**src/hw/rtl/pit_pkg.sv**
```systemverilog
// Package for the pedigree inbreeding path trace block.
// Holds widths, fixed-point constants and the controller/datapath command types.
`timescale 1ns / 1ps
package pit_pkg;
  localparam int MaxAnimals = 1024;
  localparam int AddrW = 10;
  localparam int IdW = 11;
  localparam int FW = 24;
  localparam int VW = 25;
  localparam int WW = 32;
  localparam int AccW = 40;
  localparam logic [VW-1:0] FxOne = 25'h1000000;
  localparam logic [VW-1:0] FxHalf = 25'h0800000;
  localparam logic [VW-1:0] FxThreeQ = 25'h0C00000;
  localparam logic [1:0] StOk = 2'd0;
  localparam logic [1:0] StParent = 2'd1;
  localparam logic [1:0] StFull = 2'd2;

  typedef struct packed {
    logic take;        // latch input, read parent F
    logic store;       // compute d, write tables
    logic full;        // produce table-full result
    logic trace_init;  // set start weight, clear accumulator
    logic rd;          // read entry k
    logic proc;        // process entry k (weights present)
    logic sq;          // square registered
    logic acc;         // accumulate term
    logic upd_s;       // add to sire weight
    logic upd_d;       // add to dam weight
    logic step;        // k = k - 1
    logic finish;      // compute F, write F table, load output
    logic clr;         // clear one weight entry after reset
  } pit_cmd_t;

  typedef struct packed {
    logic both_known;
    logic count_full;
    logic k_zero;
    logic w_zero;
    logic s_valid;
    logic d_valid;
    logic clr_last;
  } pit_sts_t;
endpackage

```
**src/hw/rtl/pit_ctrl.sv**
```systemverilog
// Controller state machine for the path trace.
// Depends on pit_pkg; drives pit_datapath through pit_cmd_t.
`timescale 1ns / 1ps
module pit_ctrl (
  input  logic                clk,
  input  logic                rst_n,
  input  logic                in_valid,
  output logic                in_stall,
  output logic                out_valid,
  input  logic                out_stall,
  input  pit_pkg::pit_sts_t   sts,
  output pit_pkg::pit_cmd_t   cmd
);
  localparam logic [3:0] SIdle = 4'd0, SStore = 4'd1, SInit = 4'd2, SRd = 4'd3,
    SProc = 4'd4, SSq = 4'd5, SUpdS = 4'd6, SUpdD = 4'd7, SAcc = 4'd8,
    SStep = 4'd9, SFin = 4'd10, SOut = 4'd11, SRestore = 4'd12, SClr = 4'd13;
  logic [3:0] state_r, state_nxt;

  assign in_stall = (state_r != SIdle);
  assign out_valid = (state_r == SOut);

  always_comb begin
    cmd = '0;
    state_nxt = state_r;
    unique case (state_r)
      SClr: begin
        cmd.clr = 1'b1;
        if (sts.clr_last) state_nxt = SIdle;
      end
      SIdle: if (in_valid) begin
        if (sts.count_full) begin
          cmd.full = 1'b1;
          state_nxt = SOut;
        end else begin
          cmd.take = 1'b1;
          state_nxt = SStore;
        end
      end
      SStore: begin
        cmd.store = 1'b1;
        state_nxt = sts.both_known ? SInit : SRestore;
      end
      SRestore: state_nxt = SFin;
      SInit: begin
        cmd.trace_init = 1'b1;
        state_nxt = SRd;
      end
      SRd: begin
        if (sts.k_zero) state_nxt = SFin;
        else begin
          cmd.rd = 1'b1;
          state_nxt = SProc;
        end
      end
      SProc: begin
        if (sts.w_zero) state_nxt = SStep;
        else begin
          cmd.proc = 1'b1;
          cmd.sq = 1'b1;
          state_nxt = SSq;
        end
      end
      SSq: begin
        cmd.upd_s = sts.s_valid;
        state_nxt = SUpdD;
      end
      SUpdD: begin
        cmd.proc = 1'b1;
        state_nxt = SUpdS;
      end
      SUpdS: begin
        cmd.upd_d = sts.d_valid;
        state_nxt = SAcc;
      end
      SAcc: begin
        cmd.acc = 1'b1;
        state_nxt = SStep;
      end
      SStep: begin
        cmd.step = 1'b1;
        state_nxt = SRd;
      end
      SFin: begin
        cmd.finish = 1'b1;
        state_nxt = SOut;
      end
      SOut: if (!out_stall) state_nxt = SIdle;
      default: state_nxt = SIdle;
    endcase
  end

  always_ff @(posedge clk) begin
    if (!rst_n) begin
      state_r <= SClr;
    end else begin
      state_r <= state_nxt;
    end
  end

  a_stall_busy: assert property (@(posedge clk) disable iff (!rst_n)
    (state_r != SIdle) |-> in_stall) else $error("input taken while busy");
  a_out_hold: assert property (@(posedge clk) disable iff (!rst_n)
    (out_valid && out_stall) |=> out_valid) else $error("result dropped");
  a_take_store: assert property (@(posedge clk) disable iff (!rst_n)
    cmd.take |=> (state_r == SStore)) else $error("store skipped");
endmodule

```
**config.mk**
```make
export PLATFORM = sky130hd
export DESIGN_NAME = pit_ctrl
export DESIGN_NICKNAME = d
export VERILOG_FILES = /design/src/hw/rtl/pit_pkg.sv /design/src/hw/rtl/pit_ctrl.sv
export SDC_FILE = /design/constraint.sdc
export NUM_CORES = 1
export LEC_CHECK = 0
export BUFFER_PORTS_ARGS = -buffer_cell sky130_fd_sc_hd__buf_2
export CAP_MARGIN = 20
export CORE_AREA = 2 2 39 41
export CTS_CLUSTER_DIAMETER = 80
export CTS_CLUSTER_SIZE = 10
export DETAILED_ROUTE_END_ITERATION = 12
export DIE_AREA = 0 0 41 43
export GPL_TIMING_DRIVEN = 0
export PLACE_DENSITY = 0.67
export SETUP_SLACK_MARGIN = 0.05
export SYNTH_ARGS = -nofsm -noshare
export SYNTH_HDL_FRONTEND = slang
export SYNTH_SLANG_ARGS = --single-unit
```
**constraint.sdc**
```tcl
create_clock -name clk -period 2.7 [get_ports clk]
set_input_delay 0.54 -clock clk [delete_from_list [all_inputs] [get_ports clk]]
set_output_delay 0.54 -clock clk [all_outputs]
set_load 0.02 [all_outputs]
```
# == Word level (Yosys, flattened, before mapping) ==
# Index checks and enable logic that the tools add are counted.
# word_totals
wordCells,48
inputBits,11
latchBits,0
mem_bits_rw,0
register_bits,4
mem_count,0
mem_bits_ro,0
# classes
n_eq_ne,16
mux,27
bitwise,0
div,0
multipliers,0
reduce_logical,4
magnitude_cmp,0
n_shift,0
add_sub_neg,0
# op_table
operator,count
4-bit case mux with 13 select lines,1
4-bit two-way mux,7
4-bit == test (second input constant),6
1-bit two-way mux,17
4-bit by 3-bit == test with 1-bit output (second input constant),4
4-bit by 2-bit == test with 1-bit output (second input constant),2
2-bit inequality test (second input constant),3
4-bit by 1-bit == test with 1-bit output (second input constant),1
4-bit logical NOT,1
4-bit nonzero test,1
3-bit AND reduction,1
2-bit two-way mux,1
1-bit case mux with 2 select lines,1
2-bit OR reduction,1

# == Depth between registers and ports, before layout ==
# logic_depth
word_depth,3
depth_mapped,5
mapped_depth_nobuf,4

# == Worst setup path after synthesis ==
# OpenSTA, ideal clock, no wires.
# synth_path
path_kind,register to output
start,register state_r[0]
end,output port cmd[10] (netlist name)
path_buffers,1
arrival_ns,1.467
path_stages_with_launch,4
setup_slack_ns,0.693
cell_sequence,dfxtp_1 -> buf_6 -> or4_4 -> nor3_1
# synth_rtl
element,line,text
start: declaration,pit_ctrl.sv:17,"logic [3:0] state_r, state_nxt;"
start signal: assignment,pit_ctrl.sv:94,state_r <= SClr;
start signal: assignment,pit_ctrl.sv:96,state_r <= state_nxt;
end: declaration,pit_ctrl.sv:12,output pit_pkg::pit_cmd_t cmd

==> summary.txt <==
Status
  • Status: completed

Setup path
  • Critical path arrival: 1540 ps
  • Max FO, Critical Path: 9
  • CP Data Required Time: 2160 ps
  • Cells along the critical path: buf_6, or4_4, nor3_1, buf_2
  • Buf/Inv on CP: 2
  • Startpoint types: register
  • Max incr delay on CP: 540 ps
  • Critical Path Sink Type: output port
  • Slowest cell on crit path: or4_4
  • Reg2reg setup slack: 1290 ps
  • Crit-path leading delay family: simple AND/OR/NAND/NOR gates
  • Setup CP Type: register to output port

Timing
  • Slew @ Worst Pin: 389.7 ps
  • Tcrit/Tclk final: 0.7686
  • Fin. Hold Viols: 0
  • Max transition margin: 0.7402
  • Setup Viol. Count Final: 0
  • Layout Skew: 4.782 ps
  • TNS Setup: 0 ps
  • Max-slew violations: 0
  • Max Fclk: 481.9 MHz
  • Shortest period the worst path allows: 2075 ps
  • RSZ-0062 raised after global routing: false

Job
  • MaxCap Viol Count: 0

Power
  • Internal power: 0.3404 mW
  • Leak: 0.3091 nW
  • Net Sw Frac: 0.5282
  • Sequential power share: 0.178
  • Power per cell area: 1126 mW/mm²
  • Switching pwr: 0.3811 mW
  • Clock power frac: 0.101
  • Combinational share of power: 0.721
  • Peak VDD IR: 0.5040 mV
  • Total power: 0.7215 mW

Synthesis
  • Synthesized Nets: 83
  • Compound-Gate Fraction of Synth Area: 0.2989
  • Synthesized area: 473.0 µm²
  • Sequential area share after synthesis: 0.1693
  • Top cell type by total area after synthesis: dfxtp_1
  • Synth async-reset ratio: 0
  • Synthesized instance count: 72
  • Synth Area per Inst: 6.569 µm²
  • Mux contribution to synthesized area: 0
  • Synthesized flop and latch total: 4
  • Primary FF master, synth: dfxtp_1
  • Post-synthesis adder-cell area fraction: 0.02381
  • Synth Area in Simple Gates: 0.3810
  • Unique cell type count in the Yosys netlist: 34
  • Largest family of logic cells by synthesized area: simple AND/OR/NAND/NOR gates
  • Top-area cell type share of the netlist area: 0.1693
  • Post-synth EDFFs: 0
  • Synth warnings: 0
  • Top cells by area, synth: dfxtp_1 17%, nor3_1 11%, nor2_1 5.6%, nand2b_1 5.3%, inv_1 4.8%
  • XOR/XNOR Fraction of Synth Area: 0

Clock network
  • Clock sinks: 4
  • Number of hold buffers added after CTS: 0
  • CTS clk-pin slew, worst paths: 40 ps
  • Post-CTS setup buffers: 0
  • Root buf cell: clkbuf_4
  • TritonCTS buffer count: 3
  • Post-CTS sizing: 0
  • Max clock buf depth: 2
  • CTS tree: built
  • Htree depth: 1
  • Worst-skew pair later-pin latency: 230 ps

Floorplanning
  • Die Span Y: 43 µm
  • Row cnt: 14
  • Starting Density: 0.3418
  • Total die area: 0.001763 mm²
  • Core Box Area: 0.001384 mm²
  • Die Width: 41 µm
  • Top-Level Pins: 26

GRT
  • Initial antenna violation count: 0
  • Grt total ovfl: 0
  • Largest net degree at the start of global routing: 11
  • Number of global-route vias before repair: 504
  • Gr usage total: 0.1697
  • Global-route wire length before repair: 2118 µm

Drt
  • Initial DRT Pass Iterations: 4
  • Routed WL per cell: 11.33 µm
  • Final wirelength: 1314 µm
  • Number of remaining DRC errors: 0
  • Drt via density: 5.276
  • Post-route ant nets: 0
  • Via count: 612
  • DR iter-0 viols: 19

Layout
  • Register name with the most flops: state_r
  • Multi-input logic area: 332.8 µm²
  • FF/Latch Area: 80.08 µm²
  • Max reg flops: 4
  • P&R area growth vs syn: 35.45%
  • Fill count: 146
  • Layout cells sized above 1: 0.3900
  • Largest regs: state_r x4
  • N_diodes: 0
  • Fin nets: 113

Placed design
  • DP HPWL: 1017 µm
  • I/O Buffers: 25
  • Routability cong.: 0.8569

Hold path
  • Hold WC Path Type: primary input to register
==> cells in the final DEF (no fill, tap or decap), types with 2 or more instances in the layout <==
cell type	instances
clkbuf_4	3
inv_1	6
nand2b_1	4
buf_2	28
nand2_1	4
nor2_1	7
o21ai_1	2
a21oi_1	4
o21ai_0	3
nand3_1	2
nor3_1	10
dfxtp_1	4
==> stage by stage <==
stage / hold WS (ps) / instance area [µm²] / setup slack, ps / utilization / instances
floorplan: 646.4 / 473.0 / 692.9 / - / 72
CTS: 540.7 / 640.6 / 619.7 / 0.4629 / 116
detailed placement: 736.2 / 618.1 / 848.8 / 0.4467 / 113
global route: 538.6 / 640.6 / 556.7 / 0.4629 / 116
global placement: 744.5 / 618.1 / 842.8 / 0.4467 / 113
finish: 551.1 / 640.6 / 624.8 / 0.4629 / 116
==> area by class of cell <==
cell class | count | area share
Sequential cell | 4 | 0.1250
Timing Repair Buffer | 25 | 0.1953
Buffer | 5 | 0.04688
Tap cell | 16 | 0.03125
Clock buffer | 3 | 0.03516
Inverter | 8 | 0.04688
Multi-Input combinational cell | 55 | 0.5195
==> worst min-delay path: cells and delay by family <==
family          cells  cell delay [ps]
buf+inv             2              160
compound gates      1               30
==> synth_stat cells, types with 2 or more instances <==
master	count
inv_1	6
o21ai_0	3
nand3_1	2
nand2_1	4
a21oi_1	4
nand2b_1	4
nor2_1	7
dfxtp_1	4
o21ai_1	2
nor3_1	10
buf_2	3
==> power groups by stage <==
stage          registers, mW  logic [mW]  clock network [mW]
2_1_floorplan          0.117       0.406                   0
3_3_place_gp           0.131       0.515                   0
3_5_place_dp           0.129       0.519                   0
4_1_cts                0.127       0.520              0.0784
5_1_grt                0.132       0.572              0.0851
6_report               0.128       0.520              0.0732
==> path summary, 6_finish.rpt <==
check,startpoint,end,depth (start not counted)
max reg2reg,state_r[3],state_r[3],4
min,rst_n,state_r[1],3
max,state_r[0],cmd[12],4
min reg2reg,state_r[3],state_r[1],4
==> per-layer routing <==
layer	up-vias	wire [µm]	track usage
li1	311	-	-
met1	278	576	0.2251
met2	23	632	0.2625
met3	0	105	0.06283
met4	0	0	0.02000
met5	-	0	0
==> logic make-up after synthesis <==
logic type      count (synthesis)
simple gates                   34
compound gates                 20
buf+inv                        13
flops                           4
fa+ha+maj                       1
No activity file was read; power rests on OpenSTA's default activity.
